`src/hdl/dehtc_pkg.sv`:
```
`default_nettype none

package dehtc_pkg;

    localparam int unsigned SampleWidth = 10;
    localparam int unsigned CountWidth  = 16;

    typedef logic [SampleWidth-1:0] sample_t;
    typedef logic [CountWidth-1:0]  count_t;

    // Sequencer steps; the spare step is never entered from reset.
    typedef enum logic [1:0] {
        CH_INNER   = 2'd0,
        CH_WALL    = 2'd1,
        CH_BATTERY = 2'd2,
        CH_SPARE   = 2'd3
    } chan_t;

    // Register indexes on the configuration port.
    typedef enum logic [1:0] {
        REG_INNER_HIGH = 2'd0,
        REG_INNER_LOW  = 2'd1,
        REG_WALL_HIGH  = 2'd2,
        REG_WALL_LOW   = 2'd3
    } reg_idx_t;

    localparam sample_t HighThresholdReset = 10'd700;
    localparam sample_t LowThresholdReset  = 10'd300;

    typedef struct packed {
        sample_t high;
        sample_t low;
    } thresh_t;

    typedef struct packed {
        thresh_t inner;
        thresh_t wall;
    } cfg_t;

    typedef struct packed {
        chan_t   channel;
        logic    inner_level;
        logic    wall_level;
        count_t  inner_ticks;
        count_t  wall_ticks;
        count_t  tick_difference;
        count_t  accumulated_error;
        sample_t battery_level;
    } result_t;

endpackage

`default_nettype wire

```
`src/hdl/dehtc_if.sv`:
```
`default_nettype none

interface dehtc_sample_if;
    import dehtc_pkg::*;

    logic    valid;
    logic    ready;
    sample_t sample;

    modport source (output valid, output sample, input ready);
    modport sink (input valid, input sample, output ready);
endinterface

interface dehtc_result_if;
    import dehtc_pkg::*;

    logic               valid;
    logic               ready;
    logic [1:0]         sampled_channel;
    logic               inner_level;
    logic               wall_level;
    logic [15:0]        inner_ticks;
    logic [15:0]        wall_ticks;
    logic signed [15:0] tick_difference;
    logic signed [15:0] accumulated_error;
    logic [9:0]         battery_level;

    modport source (
        output valid, output sampled_channel, output inner_level, output wall_level,
        output inner_ticks, output wall_ticks, output tick_difference,
        output accumulated_error, output battery_level, input ready
    );
    modport sink (
        input valid, input sampled_channel, input inner_level, input wall_level,
        input inner_ticks, input wall_ticks, input tick_difference,
        input accumulated_error, input battery_level, output ready
    );
endinterface

`default_nettype wire

```
`src/hdl/dehtc_cfg.sv`:
```
`default_nettype none

module dehtc_cfg (
    input  wire logic          clk,
    input  wire logic          rst_n,
    input  wire logic          psel,
    input  wire logic          penable,
    input  wire logic          pwrite,
    input  wire logic [3:0]    paddr,
    input  wire logic [31:0]   pwdata,
    output logic [31:0]        prdata,
    output logic               pready,
    output dehtc_pkg::cfg_t    cfg
);
    import dehtc_pkg::*;

    cfg_t     cfg_reg;
    cfg_t     cfg_next;
    reg_idx_t idx;
    logic     wr_en;
    sample_t  wdata;
    sample_t  rdata;

    assign pready = 1'b1;
    assign idx    = reg_idx_t'(paddr[3:2]);
    assign wr_en  = psel && penable && pwrite && pready;
    assign wdata  = pwdata[SampleWidth-1:0];

    always_comb
    begin
        cfg_next = cfg_reg;
        if (wr_en)
        begin
            unique case (idx)
                REG_INNER_HIGH: cfg_next.inner.high = wdata;
                REG_INNER_LOW:  cfg_next.inner.low  = wdata;
                REG_WALL_HIGH:  cfg_next.wall.high  = wdata;
                REG_WALL_LOW:   cfg_next.wall.low   = wdata;
            endcase
        end
    end

    always_comb
    begin
        unique case (idx)
            REG_INNER_HIGH: rdata = cfg_reg.inner.high;
            REG_INNER_LOW:  rdata = cfg_reg.inner.low;
            REG_WALL_HIGH:  rdata = cfg_reg.wall.high;
            REG_WALL_LOW:   rdata = cfg_reg.wall.low;
        endcase
    end

    assign prdata = {{(32-SampleWidth){1'b0}}, rdata};

    always_ff @(posedge clk or negedge rst_n)
    begin
        if (!rst_n)
        begin
            cfg_reg.inner.high <= HighThresholdReset;
            cfg_reg.inner.low  <= LowThresholdReset;
            cfg_reg.wall.high  <= HighThresholdReset;
            cfg_reg.wall.low   <= LowThresholdReset;
        end
        else
        begin
            cfg_reg <= cfg_next;
        end
    end

    assign cfg = cfg_reg;

endmodule

`default_nettype wire

```
`src/hdl/dehtc_hyst.sv`:
```
`default_nettype none

module dehtc_hyst (
    input  wire dehtc_pkg::sample_t level_in,
    input  wire dehtc_pkg::thresh_t thresh,
    input  wire logic               level,
    output logic                    level_new,
    output logic                    toggle
);
    import dehtc_pkg::*;

    logic set_hit;
    logic clr_hit;

    // Set test wins; clear is only looked at when set does not fire.
    assign set_hit   = (level_in >= thresh.high) && !level;
    assign clr_hit   = !set_hit && (level_in <= thresh.low) && level;
    assign toggle    = set_hit || clr_hit;
    assign level_new = toggle ? !level : level;

endmodule

`default_nettype wire

```
`src/hdl/dual_encoder_hysteresis_tick_counter.sv`:
```
`default_nettype none

// Dual wheel-encoder hysteresis tick counter. Each item on the samples channel
// is one 10-bit converter result; a three-step sequencer files it as the inner
// wheel sensor, the wall wheel sensor, then the battery, and repeats from reset.
// After each wheel sample both wheels run a set-first hysteresis comparator on
// their latest stored samples, every level change bumps that wheel's wrapping
// 16-bit tick count, and the inner-minus-wall difference is added into a
// wrapping 16-bit error sum. Battery samples only refresh battery_level. Every
// sample yields exactly one item on the results channel. Throughput is one item
// per clock while results.ready holds; each sample passes the input register, then the result register.
// The recurrence on the sequencer, levels, counts and error sum closes in the
// single stage between those two registers, which is what sets the rate.
// samples.ready looks through to results.ready combinationally, so while a
// finished result waits the block takes an item only into an empty input
// register and holds it there until the result drains. Thresholds are written
// through the APB port at byte addresses 0, 4, 8 and 12 (inner high, inner low,
// wall high, wall low); write them only while the block is idle.

module dual_encoder_hysteresis_tick_counter (
    input  wire logic        clk,
    input  wire logic        rst_n,
    dehtc_sample_if.sink     samples,
    dehtc_result_if.source   results,
    input  wire logic        psel,
    input  wire logic        penable,
    input  wire logic        pwrite,
    input  wire logic [3:0]  paddr,
    input  wire logic [31:0] pwdata,
    output logic [31:0]      prdata,
    output logic             pready
);
    import dehtc_pkg::*;

    cfg_t    cfg;

    // Input register
    logic    in_valid_reg;
    logic    in_valid_next;
    sample_t in_sample_reg;

    // Architectural state
    chan_t   chan_reg;
    chan_t   chan_next;
    sample_t inner_sample_reg;
    sample_t inner_sample_next;
    sample_t wall_sample_reg;
    sample_t wall_sample_next;
    sample_t battery_reg;
    sample_t battery_next;
    logic    inner_level_reg;
    logic    inner_level_next;
    logic    wall_level_reg;
    logic    wall_level_next;
    count_t  inner_count_reg;
    count_t  inner_count_next;
    count_t  wall_count_reg;
    count_t  wall_count_next;
    count_t  error_reg;
    count_t  error_next;

    // Result register
    logic    out_valid_reg;
    logic    out_valid_next;
    result_t result_reg;
    result_t result_next;

    logic    advance;
    logic    encoder;
    logic    inner_lvl_cmp;
    logic    inner_tog;
    logic    wall_lvl_cmp;
    logic    wall_tog;
    count_t  diff;

    dehtc_cfg u_cfg (
        .clk     (clk),
        .rst_n   (rst_n),
        .psel    (psel),
        .penable (penable),
        .pwrite  (pwrite),
        .paddr   (paddr),
        .pwdata  (pwdata),
        .prdata  (prdata),
        .pready  (pready),
        .cfg     (cfg)
    );

    // Advance the held item whenever the result register is free or draining.
    assign advance       = in_valid_reg && (!out_valid_reg || results.ready);
    assign samples.ready = !in_valid_reg || advance;

    always_comb
    begin
        in_valid_next = in_valid_reg;
        if (samples.valid && samples.ready)
        begin
            in_valid_next = 1'b1;
        end
        else if (advance)
        begin
            in_valid_next = 1'b0;
        end
    end

    // Route the sample to its channel and step the sequencer.
    always_comb
    begin
        inner_sample_next = inner_sample_reg;
        wall_sample_next  = wall_sample_reg;
        battery_next      = battery_reg;
        encoder           = 1'b0;
        chan_next         = CH_INNER;
        unique case (chan_reg)
            CH_INNER:
            begin
                inner_sample_next = in_sample_reg;
                encoder           = 1'b1;
                chan_next         = CH_WALL;
            end
            CH_WALL:
            begin
                wall_sample_next = in_sample_reg;
                encoder          = 1'b1;
                chan_next        = CH_BATTERY;
            end
            CH_BATTERY:
            begin
                battery_next = in_sample_reg;
                chan_next    = CH_INNER;
            end
            CH_SPARE:
            begin
                chan_next = CH_INNER;
            end
        endcase
    end

    dehtc_hyst u_hyst_inner (
        .level_in  (inner_sample_next),
        .thresh    (cfg.inner),
        .level     (inner_level_reg),
        .level_new (inner_lvl_cmp),
        .toggle    (inner_tog)
    );

    dehtc_hyst u_hyst_wall (
        .level_in  (wall_sample_next),
        .thresh    (cfg.wall),
        .level     (wall_level_reg),
        .level_new (wall_lvl_cmp),
        .toggle    (wall_tog)
    );

    // Comparators only take effect on wheel samples.
    always_comb
    begin
        inner_level_next = inner_level_reg;
        wall_level_next  = wall_level_reg;
        inner_count_next = inner_count_reg;
        wall_count_next  = wall_count_reg;
        if (encoder)
        begin
            inner_level_next = inner_lvl_cmp;
            wall_level_next  = wall_lvl_cmp;
            inner_count_next = inner_count_reg + count_t'(inner_tog);
            wall_count_next  = wall_count_reg + count_t'(wall_tog);
        end
        diff       = inner_count_next - wall_count_next;
        error_next = encoder ? (error_reg + diff) : error_reg;
    end

    always_comb
    begin
        result_next.channel           = chan_reg;
        result_next.inner_level       = inner_level_next;
        result_next.wall_level        = wall_level_next;
        result_next.inner_ticks       = inner_count_next;
        result_next.wall_ticks        = wall_count_next;
        result_next.tick_difference   = diff;
        result_next.accumulated_error = error_next;
        result_next.battery_level     = battery_next;
    end

    always_comb
    begin
        out_valid_next = out_valid_reg;
        if (advance)
        begin
            out_valid_next = 1'b1;
        end
        else if (results.ready)
        begin
            out_valid_next = 1'b0;
        end
    end

    always_ff @(posedge clk or negedge rst_n)
    begin
        if (!rst_n)
        begin
            in_valid_reg     <= 1'b0;
            out_valid_reg    <= 1'b0;
            chan_reg         <= CH_INNER;
            inner_sample_reg <= '0;
            wall_sample_reg  <= '0;
            battery_reg      <= '0;
            inner_level_reg  <= 1'b0;
            wall_level_reg   <= 1'b0;
            inner_count_reg  <= '0;
            wall_count_reg   <= '0;
            error_reg        <= '0;
        end
        else
        begin
            in_valid_reg  <= in_valid_next;
            out_valid_reg <= out_valid_next;
            if (advance)
            begin
                chan_reg         <= chan_next;
                inner_sample_reg <= inner_sample_next;
                wall_sample_reg  <= wall_sample_next;
                battery_reg      <= battery_next;
                inner_level_reg  <= inner_level_next;
                wall_level_reg   <= wall_level_next;
                inner_count_reg  <= inner_count_next;
                wall_count_reg   <= wall_count_next;
                error_reg        <= error_next;
            end
        end
    end

    // Payload registers: the input payload loads on capture, the result payload on advance.
    always_ff @(posedge clk)
    begin
        if (samples.valid && samples.ready)
        begin
            in_sample_reg <= samples.sample;
        end
        if (advance)
        begin
            result_reg <= result_next;
        end
    end

    assign results.valid             = out_valid_reg;
    assign results.sampled_channel   = result_reg.channel;
    assign results.inner_level       = result_reg.inner_level;
    assign results.wall_level        = result_reg.wall_level;
    assign results.inner_ticks       = result_reg.inner_ticks;
    assign results.wall_ticks        = result_reg.wall_ticks;
    assign results.tick_difference   = result_reg.tick_difference;
    assign results.accumulated_error = result_reg.accumulated_error;
    assign results.battery_level     = result_reg.battery_level;

endmodule

`default_nettype wire

```
`src/flat_wrapper.sv`:
```
// flat-port wrapper written by rule: the top's interface ports become plain ports
module dual_encoder_hysteresis_tick_counter_flat import dehtc_pkg::*;
  (clk, rst_n, psel, penable, pwrite, paddr, pwdata, prdata, pready, samples_valid, samples_sample, samples_ready, results_valid, results_sampled_channel, results_inner_level, results_wall_level, results_inner_ticks, results_wall_ticks, results_tick_difference, results_accumulated_error, results_battery_level, results_ready);
  dehtc_sample_if samples_i ();
  dehtc_result_if results_i ();
  input  wire logic clk;
  input  wire logic rst_n;
  input  wire logic psel;
  input  wire logic penable;
  input  wire logic pwrite;
  input  wire logic [3:0] paddr;
  input  wire logic [31:0] pwdata;
  output logic [31:0] prdata;
  output logic pready;
  input wire logic [$bits(samples_i.valid)-1:0] samples_valid;
  input wire logic [$bits(samples_i.sample)-1:0] samples_sample;
  output wire logic [$bits(samples_i.ready)-1:0] samples_ready;
  output wire logic [$bits(results_i.valid)-1:0] results_valid;
  output wire logic [$bits(results_i.sampled_channel)-1:0] results_sampled_channel;
  output wire logic [$bits(results_i.inner_level)-1:0] results_inner_level;
  output wire logic [$bits(results_i.wall_level)-1:0] results_wall_level;
  output wire logic [$bits(results_i.inner_ticks)-1:0] results_inner_ticks;
  output wire logic [$bits(results_i.wall_ticks)-1:0] results_wall_ticks;
  output wire logic [$bits(results_i.tick_difference)-1:0] results_tick_difference;
  output wire logic [$bits(results_i.accumulated_error)-1:0] results_accumulated_error;
  output wire logic [$bits(results_i.battery_level)-1:0] results_battery_level;
  input wire logic [$bits(results_i.ready)-1:0] results_ready;
  assign samples_i.valid = samples_valid;
  assign samples_i.sample = samples_sample;
  assign samples_ready = samples_i.ready;
  assign results_valid = results_i.valid;
  assign results_sampled_channel = results_i.sampled_channel;
  assign results_inner_level = results_i.inner_level;
  assign results_wall_level = results_i.wall_level;
  assign results_inner_ticks = results_i.inner_ticks;
  assign results_wall_ticks = results_i.wall_ticks;
  assign results_tick_difference = results_i.tick_difference;
  assign results_accumulated_error = results_i.accumulated_error;
  assign results_battery_level = results_i.battery_level;
  assign results_i.ready = results_ready;
  dual_encoder_hysteresis_tick_counter u_core (.clk(clk), .rst_n(rst_n), .samples(samples_i), .results(results_i), .psel(psel), .penable(penable), .pwrite(pwrite), .paddr(paddr), .pwdata(pwdata), .prdata(prdata), .pready(pready));
endmodule
```
`config.mk`:
```
export PLATFORM = sky130hd
export DESIGN_NAME = dual_encoder_hysteresis_tick_counter_flat
export DESIGN_NICKNAME = d
export VERILOG_FILES = /design/src/hdl/dehtc_pkg.sv /design/src/hdl/dehtc_if.sv /design/src/hdl/dehtc_cfg.sv /design/src/hdl/dehtc_hyst.sv /design/src/hdl/dual_encoder_hysteresis_tick_counter.sv /design/src/flat_wrapper.sv
export SDC_FILE = /design/constraint.sdc
export NUM_CORES = 1
export LEC_CHECK = 0
export ABC_CLOCK_PERIOD_IN_PS = 19300
export BUFFER_PORTS_ARGS = -buffer_cell sky130_fd_sc_hd__clkbuf_2
export CAP_MARGIN = 20
export CORE_ASPECT_RATIO = 1.2
export CORE_MARGIN = 1
export CORE_UTILIZATION = 55
export DETAILED_ROUTE_END_ITERATION = 8
export GPL_TIMING_DRIVEN = 0
export PLACE_DENSITY = 0.74
export SLEW_MARGIN = 10
export SYNTH_ARGS = -nofsm -noshare
export SYNTH_HDL_FRONTEND = slang
export SYNTH_SLANG_ARGS = --single-unit
```
`constraint.sdc`:
```
create_clock -name clk -period 19.3 [get_ports clk]
set_input_delay 3.86 -clock clk [delete_from_list [all_inputs] [get_ports clk]]
set_output_delay 3.86 -clock clk [all_outputs]
set_load 0.02 [all_outputs]
```
=== Word level (Yosys, flattened, before mapping) ===
Cells that the tools add are included.

* Equality and inequality tests: 6
* Reductions and logical operators: 30
* Muxes and demuxes: 17
* $add $sub $neg: 4
* Order comparisons: 4

{| class="wikitable"
|+ Operator list
! operator !! count
|-
| $mux 16 || 3
|-
| $pmux 10 s4 || 1
|-
| $add 16x1->16 || 2
|-
| $mux 10 || 3
|-
| $ge 10x10->1 || 2
|-
| $le 10x10->1 || 2
|-
| $add 16x16->16 || 1
|-
| $sub 16x16->16 || 1
|-
| $logic_and 1x1->1 || 10
|-
| $mux 1 || 9
|-
| $eq 2x2->1 const B || 4
|-
| $reduce_and 2->1 || 4
|-
| $logic_not 1->1 || 6
|-
| $pmux 2 s3 || 1
|-
| $eq 2x1->1 const B || 2
|-
| $logic_not 2->1 || 2
|-
| $logic_or 1x1->1 || 4
|-
| $reduce_bool 2->1 || 2
|-
| $reduce_or 2->1 || 2
|}

* Output and inout port bits: 113
* Input port bits: 53
* Bits in registers: 212
* Logic and storage cells: 85

=== Longest topological paths before layout ===
* Depth after elaboration: 13
* Depth in mapped cells: 38
* Mapped depth without buffers: 34

=== Hierarchy ===
From an unflattened synthesis, not the netlist that was laid out.

* Cells, all modules: 1,006
* Area total of the unflattened synthesis: 11,853.9 µm²

{| class="wikitable"
|+ By module, submodules not included
! module !! cells an instance !! area each (µm²) !! instances !! seq. area each (µm²)
|-
| dual_encoder_hysteresis_tick_counter || 739 || 8,824.7 || 1 || 4,744.6
|-
| dehtc_cfg || 125 || 2,015.7 || 1 || 1,026.0
|-
| dehtc_hyst || 71 || 506.7 || 2 || 0.0
|}

=== Worst setup path before layout ===
Ideal clock, no wire load.

* Path type: input to output
* Start point: input port paddr[2]
* End point: output port prdata[0]
* Arrival: 4,976 ps
* Required time: 15,440 ps
* Stages: 2
* Path slack: 10,464 ps
* Buffers on the path: 1
* Cells stage by stage: buf_1 > mux4_2

* Cells in the longest elaborated chain, start to end: 2
* Elaborated cells between the ends (all ways): 5
* Those cells by class: eq/ne (3); mux (1); reduce/logical (1)

{| class="wikitable"
|+ RTL lines
! element !! RTL line !! source
|-
| from (decl) || flat_wrapper.sv:11 || <nowiki>input wire logic [3:0] paddr;</nowiki>
|-
| $eq 2x2->1 (tied with other cells) || dehtc_cfg.sv:45 || <nowiki>unique case (idx)</nowiki>
|-
| $pmux 10 s4 (*) || dehtc_cfg.sv:45 ||
|-
| to (decl) || flat_wrapper.sv:13 || <nowiki>output logic [31:0] prdata;</nowiki>
|}

Mark *: on every way between the ends. The rest lies on a longest branch, timed or not.

=== Worst setup path after layout ===
* Start point: input port paddr[2]
* End point: output port prdata[9]

Same word-level chain as after synthesis.

==> results.md <==
- Hold EP: u_core.battery_reg[3]$_DFFE_PN0P_
- Hold path start: u_core.battery_reg[3]$_DFFE_PN0P_
- Gates resized, CTS repair: 0
- Fill cell count: 1694
- GR Layer Usage met2: 43.3%
- Vias/cell: 5.41
- Remaining DRCs: 0
- Final nets: 1328
- Synth Area in Adders: 8.24%
- DR vias: 8039
- Vias in the first global route: 7884
- Post-synthesis cell type count: 70
- Sw power: 972 uW
- Met3 Use GR: 3.03%
- Postcts setup bufs: 0
- Largest family of logic cells by synthesized area: simple AND/OR/NAND/NOR gates
- Final Util: 64.6%
- Internal power: 1480 uW
- Period utilization: 48.4%
- Core ar.: 20900 um^2
- Clock power frac: 17.2%
- Clk_lat worst skew: 0.50 ns
- Post-synthesis mux area share: 10.5%
- Wirelength per Cell: 17.0 um
- Synth Area in XOR/XNOR: 6.19%
- Io pins: 166
- I/O Buffers: 118
- Final setup margin: 9.96 ns
- Minimum clock period: 9.34 ns
- Final global-route overflow total: 0
- R2R depth: 38
- Worst Max-Slew Pin Slew: 0.967 ns
- RD Place Congestion: 0.894
- Fmax: 107 MHz
- Die X: 135 um
- CP Max Fanout: 10
- Most common cell after layout, fill and taps aside: nand2_1
- Diode count: 0
- Layout area overhead: 15.4%
- Worst hold path type: flip-flop to flip-flop
- Yosys Warn Count: 0
- Non-Filler Instances: 1486
- Max reg flops: 40
- Reg-to-reg critical path endpoint: u_core.results.accumulated_error[15]$_DFFE_PP_
- Final Skew: 0.00698 ns
- Final WL: 25200 um
- Hold Slack: 0.471 ns
- Mapped Area: 11700 um^2
- Chip Height: 162 um
- R2r startpoint: u_core.chan_reg[1]$_DFFE_PN0P_
- Final setup viols: 0
- GR peak layer: met2
- Placed Cells: 1446
- Cell taking the most area after synthesis: edfxtp_1
- CP Cell Sequence: clkbuf_2, buf_1, mux4_2, clkbuf_2
- Synthesized area per cell: 11.3 um^2
- Initial Utilization: 55.9%
- First-pass GRT wire length: 40300 um
- Total GRT Usage: 23.9%
- Flop pwr share: 30.3%
- CTS tree: done
- Critical Path RT: 15.44 ns
- R2r setup slk: 10.09 ns
- Starting DRT DRC Count: 330
- Pleak: 0.00614 uW
- Critical path class: primary input to primary output
- CTS HTree Levels: 1
- Crit end category: primary output
- Share of layout cells above drive strength 1: 26.7%
- Initial DRT Pass Iterations: 4
- Hold Path Depth: 2
- Post-Place Setup Slack: 9.94 ns
- CP Launch Type: primary input
- Antenna violations before repair: 0
- Most used DFF post-synth: dfrtp_1
- VDD IR max: 0.118 mV
- Routing usage on met1: 28.1%
- Critical Path Slowest Stage Cell: buf_1
- Worst path most repeated cell: clkbuf_2
- Post-synthesis cell count: 1034
- Commonest non-fill, non-tap cells in the layout: 128 x nand2_1, 117 x clkbuf_2, 104 x dfrtp_1
- Pwr per Cell Area: 182 nW/um^2
- Synth area leaders: edfxtp_1 23%, dfrtp_1 22%, mux2_2 8.2%
- Seq/Total Area, Yosys: 49.4%
- Hold_buf cts: 0
- Slowest cell delay on critical path: 0.67 ns
- Remaining antenna violation count: 0
- # clock sinks: 212
- DP HPWL: 18700 um
- Root buffer cell: clkbuf_16
- CTS buffer count: 22
- Arrival time at the worst endpoint: 5.48 ns
- Sw Ratio: 39.6%
- Max transition margin: 35.3%
- Max cap viols: 0
- Largest net degree at the start of global routing: 78
- Clock transition at the registers of the reported paths: 0.06 ns
- Synth Area in Compound Gates: 8.91%
- # rows: 58
- DIE AREA: 21800 um^2
- Synth top area share: 22.6%
- CP Buf/Inv Count: 3
- Clock Tree Buf Depth: 3
- Post-synth EDFFs: 88
- Synth async-reset ratio: 58.5%
- Status: finished clean
- Simple-gate area share of the yosys netlist: 12.0%
- Logic pwr share: 52.6%
- Flops & latches, synth: 212
- Hold Vio Cnt, Final: 0
- Final TNS setup: 0 ns
- Crit path max-delay family: buffers and inverters
- Slew Limit Fails: 0
- Unrepaired setup endpoints after global routing: no
-- worst max-delay path by stage --
stage	startpoint	endpoint	slack [ns]	cells after the start
finish	paddr[2]	prdata[9]	9.96	4
global placement	paddr[2]	prdata[9]	9.92	4
CTS	paddr[2]	prdata[9]	9.93	4
floorplan	paddr[2]	prdata[0]	10.46	2
global route	u_core.chan_reg[1]$_DFFE_PN0P_	u_core.results.accumulated_error[15]$_DFFE_PP_	9.44	38
detailed placement	paddr[2]	prdata[9]	9.94	4
-- metrics by stage --
stage                     power [uW]  area (um^2)
final                           2460        13500
after global routing            2650        13500
after CTS                       2470        13500
after detailed placement        2040        12800
after global placement          2010        12700
after floorplan                 1720        11800
-- Yosys cell counts (all sizes together) (7+ instances only) --
library cell / n
mux4: 10
nand3: 19
a21oi: 31
xnor2: 47
buf: 33
a21o: 23
dfrtp: 104
nand4: 14
a211oi: 7
o21a: 9
and3: 8
inv: 66
nand2b: 18
clkbuf: 24
mux2: 85
ha: 73
xor2: 33
nor3: 19
nor2: 37
dfstp: 20
o21ai: 53
nand2: 128
edfxtp: 88
-- metal layers --
metal | vias up | routed length, um
met5 | - | 0
met4 | 0 | 1000
met3 | 51 | 1110
met2 | 210 | 13100
met1 | 3842 | 10000
li1 | 3936 | -
-- kinds of logic (layout without fill, tap and decap cells) --
| family | count (synthesis) | after routing |
|---|---|---|
| compound gates | 157 | 157 |
| xor+xnor | 80 | 80 |
| fa+ha+maj | 76 | 76 |
| buf+inv | 124 | 285 |
| flops | 212 | 212 |
| mux | 99 | 99 |
| other cells | 2 | 23 |
| simple gates | 284 | 284 |
-- worst min-delay path, stage by stage (launching register included) --
cell     delay [ns]
dfrtp_1        0.33
nand2_1        0.05
nand2_1        0.06
-- final cells by class --
cell class	instances	area [um^2]	area share, %
Buffer	57	313	2.32
Clock buffer	26	597	4.42
Sequential cell	212	5770	42.8
Multi-Input combinational cell	719	5450	40.3
Inverter	67	251	1.86
Timing Repair Buffer	121	654	4.85
Clock inverter	14	128	0.946
Tap cell	270	338	2.50
-- power groups by stage --
stage          combinational [uW]  sequential (uW)  clock, uW
3_5_place_dp                 1280              752          0
6_report                     1290              743        422
4_1_cts                      1300              743        431
3_3_place_gp                 1260              747          0
5_1_grt                      1440              758        450
2_1_floorplan                 926              792          0
(Power assumes the default switching activity.)
